===== config.mk =====
export PLATFORM = sky130hd
export DESIGN_NAME = lbu_channel
export DESIGN_NICKNAME = d
export VERILOG_FILES = /design/src/hdl/layer_blend_unit_core_macros.svh /design/src/hdl/lbu_pkg.sv /design/src/hdl/lbu_channel.sv
export SDC_FILE = /design/constraint.sdc
export NUM_CORES = 2
export LEC_CHECK = 0
export BUFFER_PORTS_ARGS = -buffer_cell sky130_fd_sc_hd__buf_2
export CORE_ASPECT_RATIO = 0.8
export CORE_MARGIN = 1
export CORE_UTILIZATION = 60
export CTS_CLUSTER_SIZE = 28
export DETAILED_ROUTE_END_ITERATION = 6
export PLACE_DENSITY = 0.77
export SYNTH_ARGS = -nofsm -noshare
export SYNTH_HDL_FRONTEND = slang
export SYNTH_SLANG_ARGS = --single-unit

===== constraint.sdc =====
create_clock -name i_clk -period 9 [get_ports i_clk]
set_input_delay 0 -clock i_clk [delete_from_list [all_inputs] [get_ports i_clk]]
set_output_delay 0 -clock i_clk [all_outputs]
set_load 0.02 [all_outputs]

===== src/hdl/layer_blend_unit_core_macros.svh =====
`ifndef LAYER_BLEND_UNIT_CORE_MACROS_SVH
`define LAYER_BLEND_UNIT_CORE_MACROS_SVH

// Same-cycle implication, disabled while reset is held
`define LBU_ASSERT_IMPL(label, clk, rst_n, ante, cons, msg) \
    label: assert property (@(posedge clk) disable iff (!rst_n) ante |-> cons) else $error(msg);

// Next-cycle implication, disabled while reset is held
`define LBU_ASSERT_NEXT(label, clk, rst_n, ante, cons, msg) \
    label: assert property (@(posedge clk) disable iff (!rst_n) ante |=> cons) else $error(msg);

`endif


===== src/hdl/lbu_pkg.sv =====
package lbu_pkg;

    localparam int C_CHANNEL_BITS  = 16;
    localparam int C_FRACTION_BITS = 12;
    localparam int C_MODE_W        = 3;
    localparam int C_OPACITY_W     = 13;
    localparam int C_CFG_W         = 13;
    localparam int C_CFG_IDX_W     = 1;

    localparam logic [C_OPACITY_W-1:0] C_OPACITY_RESET = 13'd4096;

    typedef enum logic [C_MODE_W-1:0] {
        MODE_ADD     = 3'd0,
        MODE_AVERAGE = 3'd1,
        MODE_SCREEN  = 3'd2,
        MODE_LIGHTEN = 3'd3,
        MODE_DARKEN  = 3'd4
    } t_blend_mode;

    localparam logic [C_CFG_IDX_W-1:0] REG_BLEND_MODE    = 1'b0;
    localparam logic [C_CFG_IDX_W-1:0] REG_LAYER_OPACITY = 1'b1;

    typedef struct packed {
        logic [C_CHANNEL_BITS-1:0] base_red;
        logic [C_CHANNEL_BITS-1:0] base_green;
        logic [C_CHANNEL_BITS-1:0] base_blue;
        logic [C_CHANNEL_BITS-1:0] layer_red;
        logic [C_CHANNEL_BITS-1:0] layer_green;
        logic [C_CHANNEL_BITS-1:0] layer_blue;
    } t_pix_in;

    typedef struct packed {
        logic [C_CHANNEL_BITS-1:0] out_red;
        logic [C_CHANNEL_BITS-1:0] out_green;
        logic [C_CHANNEL_BITS-1:0] out_blue;
    } t_pix_out;

endpackage


===== src/hdl/lbu_channel.sv =====
module lbu_channel
    import lbu_pkg::*;
#(
    parameter int FRACTION_BITS = C_FRACTION_BITS
) (
    input  logic                      i_clk,
    input  logic [C_CHANNEL_BITS-1:0] i_base,
    input  logic [C_CHANNEL_BITS-1:0] i_layer,
    input  logic [C_MODE_W-1:0]       i_mode,
    input  logic [FRACTION_BITS:0]    i_op,
    output logic [C_CHANNEL_BITS-1:0] o_result
);

    localparam int CB  = C_CHANNEL_BITS;
    localparam int OW  = FRACTION_BITS + 1;
    localparam int EW  = ((CB > OW) ? CB : OW) + 1;
    localparam int PLW = CB + OW;
    localparam int PBW = CB + OW + 1;
    localparam int SW  = PBW + 1;
    localparam int QW  = 2 * OW;

    localparam logic [OW-1:0] ONE      = {1'b1, {FRACTION_BITS{1'b0}}};
    localparam logic [OW:0]   TWO_ONE  = {1'b1, {OW{1'b0}}};
    localparam logic [CB-1:0] CHAN_MAX = '1;

    logic [OW:0]     inv_weight;
    logic [PLW-1:0]  n1_prod_l;
    logic [PBW-1:0]  n1_prod_b;
    logic [CB-1:0]   r1_base;
    logic [PLW-1:0]  r1_prod_l;
    logic [PBW-1:0]  r1_prod_b;

    logic [CB-1:0]   scaled;
    logic [SW-1:0]   avg_sum;
    logic [CB:0]     add_sum;
    logic [CB-1:0]   add_sat;
    logic [EW-1:0]   base_e;
    logic [EW-1:0]   scaled_e;
    logic [EW-1:0]   one_e;
    logic [EW-1:0]   thresh_e;
    logic [CB-1:0]   darken;
    logic [CB-1:0]   n2_res;
    logic [OW-1:0]   n2_fb;
    logic [OW-1:0]   n2_fl;
    logic [CB-1:0]   r2_res;
    logic [OW-1:0]   r2_fb;
    logic [OW-1:0]   r2_fl;

    logic [QW-1:0]   n3_prod;
    logic [QW-1:0]   r3_prod;
    logic [CB-1:0]   r3_res;

    logic [OW-1:0]   scr;
    logic [EW-1:0]   scr_e;
    logic [CB-1:0]   scr_sat;
    logic [CB-1:0]   n4_res;
    logic [CB-1:0]   r4_res;

    // stage 1: opacity products
    assign inv_weight = TWO_ONE - {1'b0, i_op};
    assign n1_prod_l  = PLW'(i_layer) * PLW'(i_op);
    assign n1_prod_b  = PBW'(i_base) * PBW'(inv_weight);

    always_ff @(posedge i_clk) begin
        r1_base   <= i_base;
        r1_prod_l <= n1_prod_l;
        r1_prod_b <= n1_prod_b;
    end

    // stage 2: per-rule results and screen factors
    assign scaled   = r1_prod_l[FRACTION_BITS +: CB];
    assign avg_sum  = SW'(r1_prod_b) + SW'(r1_prod_l);
    assign add_sum  = {1'b0, r1_base} + {1'b0, scaled};
    assign add_sat  = add_sum[CB] ? CHAN_MAX : add_sum[CB-1:0];
    assign base_e   = EW'(r1_base);
    assign scaled_e = EW'(scaled);
    assign one_e    = EW'(ONE);
    assign thresh_e = scaled_e + EW'(ONE - i_op);
    assign darken   = (base_e < thresh_e) ? r1_base : thresh_e[CB-1:0];
    assign n2_fb    = (base_e < one_e) ? (ONE - OW'(r1_base)) : '0;
    assign n2_fl    = (scaled_e < one_e) ? (ONE - OW'(scaled)) : '0;

    always_comb begin
        case (i_mode)
            MODE_ADD:     n2_res = add_sat;
            MODE_AVERAGE: n2_res = avg_sum[FRACTION_BITS+1 +: CB];
            MODE_LIGHTEN: n2_res = (r1_base > scaled) ? r1_base : scaled;
            MODE_DARKEN:  n2_res = darken;
            default:      n2_res = r1_base;
        endcase
    end

    always_ff @(posedge i_clk) begin
        r2_res <= n2_res;
        r2_fb  <= n2_fb;
        r2_fl  <= n2_fl;
    end

    // stage 3: screen product
    assign n3_prod = QW'(r2_fb) * QW'(r2_fl);

    always_ff @(posedge i_clk) begin
        r3_prod <= n3_prod;
        r3_res  <= r2_res;
    end

    // stage 4: screen finish, saturate, select
    assign scr     = ONE - r3_prod[FRACTION_BITS +: OW];
    assign scr_e   = EW'(scr);
    assign scr_sat = (scr_e > EW'(CHAN_MAX)) ? CHAN_MAX : scr_e[CB-1:0];
    assign n4_res  = (i_mode == MODE_SCREEN) ? scr_sat : r3_res;

    always_ff @(posedge i_clk) begin
        r4_res <= n4_res;
    end

    assign o_result = r4_res;

endmodule

==> summary.md <==
| Metric | Value |
|---|---|
| Result of the run | completed |
| Clock insertion delay at the later pin of the skew report | 0.45 ns |
| Wire length reported by the detailed router | 70.2 mm |
| Sequential-to-total area share from yosys stat | 0.118 |
| Clock buffer count from CTS | 17 |
| Placer Congestion | 0.965 |
| First-pass GRT wire length | 115 mm |
| Final Net Count | 3922 |
| Worst IR drop on VDD | 0.000343 V |
| Reported leakage power | 14.3 nW |
| Peak Freq | 140 MHz |
| Setup repair after global routing missed its margin | no |
| Depth of the worst register-to-register path | 20 |
| Post-cts resize count | 0 |
| Clock slew at the register clock pins of the worst setup and hold paths | 0.08 ns |
| Count of endpoints failing hold in the final timing report | 0 |
| Critical path's slowest cell | fa_1 |
| Final TNS setup | 0 ns |
| Most frequent cell on the critical path | fa_1 |
| Fraction of layout cells with a size suffix above 1 | 0.0458 |
| Psw | 5.26 mW |
| Via count of the first global-routing pass | 22451 |
| Initial drt markers | 1699 |
| Critical path launch point type | primary input |
| Endpoint kind of the worst setup timing path | flop |
| Final HPWL DP | 57.8 mm |
| Die width | 240 um |
| Post-synthesis async set-or-reset flop share | 0 |
| Hold Path Class | primary input to flop |
| Most used flip-flop cell after synthesis | dfxtp_1 |
| Number of search-and-repair iterations in the first detailed-routing pass | 7 |
| Cell area reported after detailed placement | 27900 um2 |
| Number of rows in the core area | 69 |
| Part of the power in registers | 0.132 |
| Design internal power | 4.63 mW |
| Clock tree from TritonCTS | yes |
| Final Critical Period | 7.15 ns |
| Die area | 46200 um2 |
| Clock Power Share | 0.074 |
| Gate count after technology mapping | 3125 |
| Core Box Area | 44500 um2 |
| Detail Route Antenna Nets | 0 |
| Post-Route Skew | 0.0188 ns |
| Clk root buf | clkbuf_16 |
| Crit-path max cell delay | 0.56 ns |
| Final global-route overflow total | 0 |
| Number of setup violations in the final report | 0 |
| Starting density of the core | 0.611 |
| Synthesized Nets | 3935 |
| Slew Limit Headroom | 0.238 |
| Final period util | 0.794 |
| Slew at the pin closest to its max-slew limit | 1.14 ns |
| Overall Global Routing Usage | 0.317 |
| Count of input and output buffers | 64 |
| IO Count | 65 |
| Yosys cell types | 81 |
| Y dimension of the die | 193 um |
| Cell area after synthesis | 27200 um2 |
| Number of H-tree branching levels | 4 |
| Switching share of power | 0.532 |
| Max capacitance violation total | 0 |
| Total via count after detailed routing | 21512 |
| Post-route DRC violation count | 0 |
| Total number of yosys warnings | 0 |
| Routed wire per std cell | 18.8 um |
| Required time worst endpoint | 9.32 ns |
| Most frequent standard cell in the layout excluding fill and tap cells | inv_1 |
| Number of sinks handled by clock tree synthesis | 161 |
| Layout-stage area growth over the synthesis result | 5.40% |
| Type of the setup path with the least slack | primary input to flop |
| Instance count along the most critical hold path | 3 |
| Relative contribution of combinational cells to total power | 0.794 |
| Maximum number of buffers from clock root to sink | 2 |
| Number of synthesized register bits | 161 |
| Antenna violations before repair | 4 |
| Largest net degree at the start of global routing | 37 |
| Biggest fanout along the worst timing path | 18 |
| Detail-routed via count per cell | 5.77 |
| Number of pins with negative max-slew slack in the final report | 0 |
| Final hold slack | 0.0965 ns |
| Non-Filler Cell Area, Final | 28700 um2 |
| Mean post-synth cell area | 8.71 um2 |
| Instance count after placement with tap cells included | 3679 |
| Ratio of total power to cell area | 345 nW/um2 |
| Number of enable flip-flop cells after synthesis | 0 |
| Commonest non-fill, non-tap cells in the layout | 526 x inv_1, 458 x nand2_1, 439 x fa_1 |
| Worst Path Arrival | 7.46 ns |
| Layout Cells excl Fill | 3730 |
==> worst max-delay path, delay by kind of cell <==
family	cells	cell delay, ns
and+or+nand+nor	8	1.42
AOI/OAI and AO/OA	7	1.62
buffers and inverters	5	0.68
xor gates and xnor gates	2	0.51
adders and majority gates	7	3.22
==> metal layers <==
layer	GRT usage	wire, um	up-vias
met5	0	0	-
met4	0.0818	1530	0
met3	0.0522	5980	122
met2	0.513	32000	882
met1	0.444	30700	10707
li1	-	-	9801
==> flip-flops by register name (all words and copies together), names as in the netlist <==
register,cells
r2_fb,13
r2_res,16
r3_prod,13
o_result,16
r1_prod_b,29
r3_res,16
r1_prod_l,29
r2_fl,13
r1_base,16
==> path summary, 6_finish.rpt <==
check	slack, ns	endpoint	from
max	1.85	r1_prod_b[28]	i_op[5]
min reg2reg	0.32	r3_res[6]	r2_res[6]
max reg2reg	2.78	r3_prod[24]	r2_fb[8]
min	0.1	r1_prod_l[1]	i_layer[1]
==> cells by family (layout without fill, tap and decap cells) <==
group	Yosys count	in the layout	synth area share
mux	8	8	0.00308
compound gates	384	384	0.0935
fa+ha+maj	761	761	0.471
simple gates	1019	1019	0.179
buf+inv	653	653	0.0908
xor+xnor	139	139	0.0447
flops	161	161	0.118
other cells	0	2	0
==> metrics by stage <==
step / total power [mW] / utilization / setup WS, ns
CTS: 9.76 / 0.644 / 1.92
global placement: 8.71 / 0.626 / 1.63
floorplan: 7.03 / - / 2.12
global route: 10.8 / 0.644 / 1.42
detailed placement: 8.96 / 0.626 / 1.48
finish: 9.89 / 0.644 / 1.85
==> Yosys cell counts, types with 6 or more instances <==
cell type / count / area share
a211oi_1: 18 / 0.0050
a21o_1: 36 / 0.0099
a21oi_1: 123 / 0.023
a31oi_1: 18 / 0.0041
and2_1: 255 / 0.059
and3_1: 11 / 0.0025
buf_1: 7 / 0.00097
buf_2: 7 / 0.0013
clkbuf_1: 111 / 0.015
dfxtp_1: 161 / 0.12
fa_1: 439 / 0.32
ha_1: 322 / 0.15
inv_1: 526 / 0.073
nand2_1: 458 / 0.063
nand2b_1: 15 / 0.0034
nand3_1: 31 / 0.0057
nand4_1: 9 / 0.0021
nor2_1: 133 / 0.018
nor2b_1: 16 / 0.0037
nor3_1: 39 / 0.0072
nor4_1: 13 / 0.0030
o211ai_1: 12 / 0.0033
o21a_1: 14 / 0.0039
o21ai_0: 61 / 0.011
o21ai_1: 9 / 0.0017
o21bai_1: 12 / 0.0033
o31ai_1: 11 / 0.0030
or2_2: 6 / 0.0014
or3_1: 10 / 0.0023
xnor2_1: 90 / 0.029
xor2_1: 49 / 0.016
==> power by group through the flow <==
stage,clock network [mW],registers (mW),logic (mW)
after CTS,0.742,1.29,7.73
after detailed placement,0,1.31,7.66
after global placement,0,1.30,7.41
after global routing,0.773,1.32,8.74
after floorplan,0,1.20,5.83
final,0.735,1.30,7.85
==> area by class of cell <==
class | count | area (um2)
well taps | 603 | 754
fillers | 3750 | 15900
diodes | 2 | 5.00
flip-flops and latches | 161 | 3220
clock inverters | 15 | 181
clock buffers | 17 | 425
multi-input cells | 2311 | 21500
repair buffers | 95 | 596
inverters | 526 | 1970
==> repair_timing <==
action / CTS / global route
buffers inserted: 0 / 0
hold buffers: 17 / 0
endpoints found under the hold margin: 17 / 0
Power figures use the tool's default switching activity.
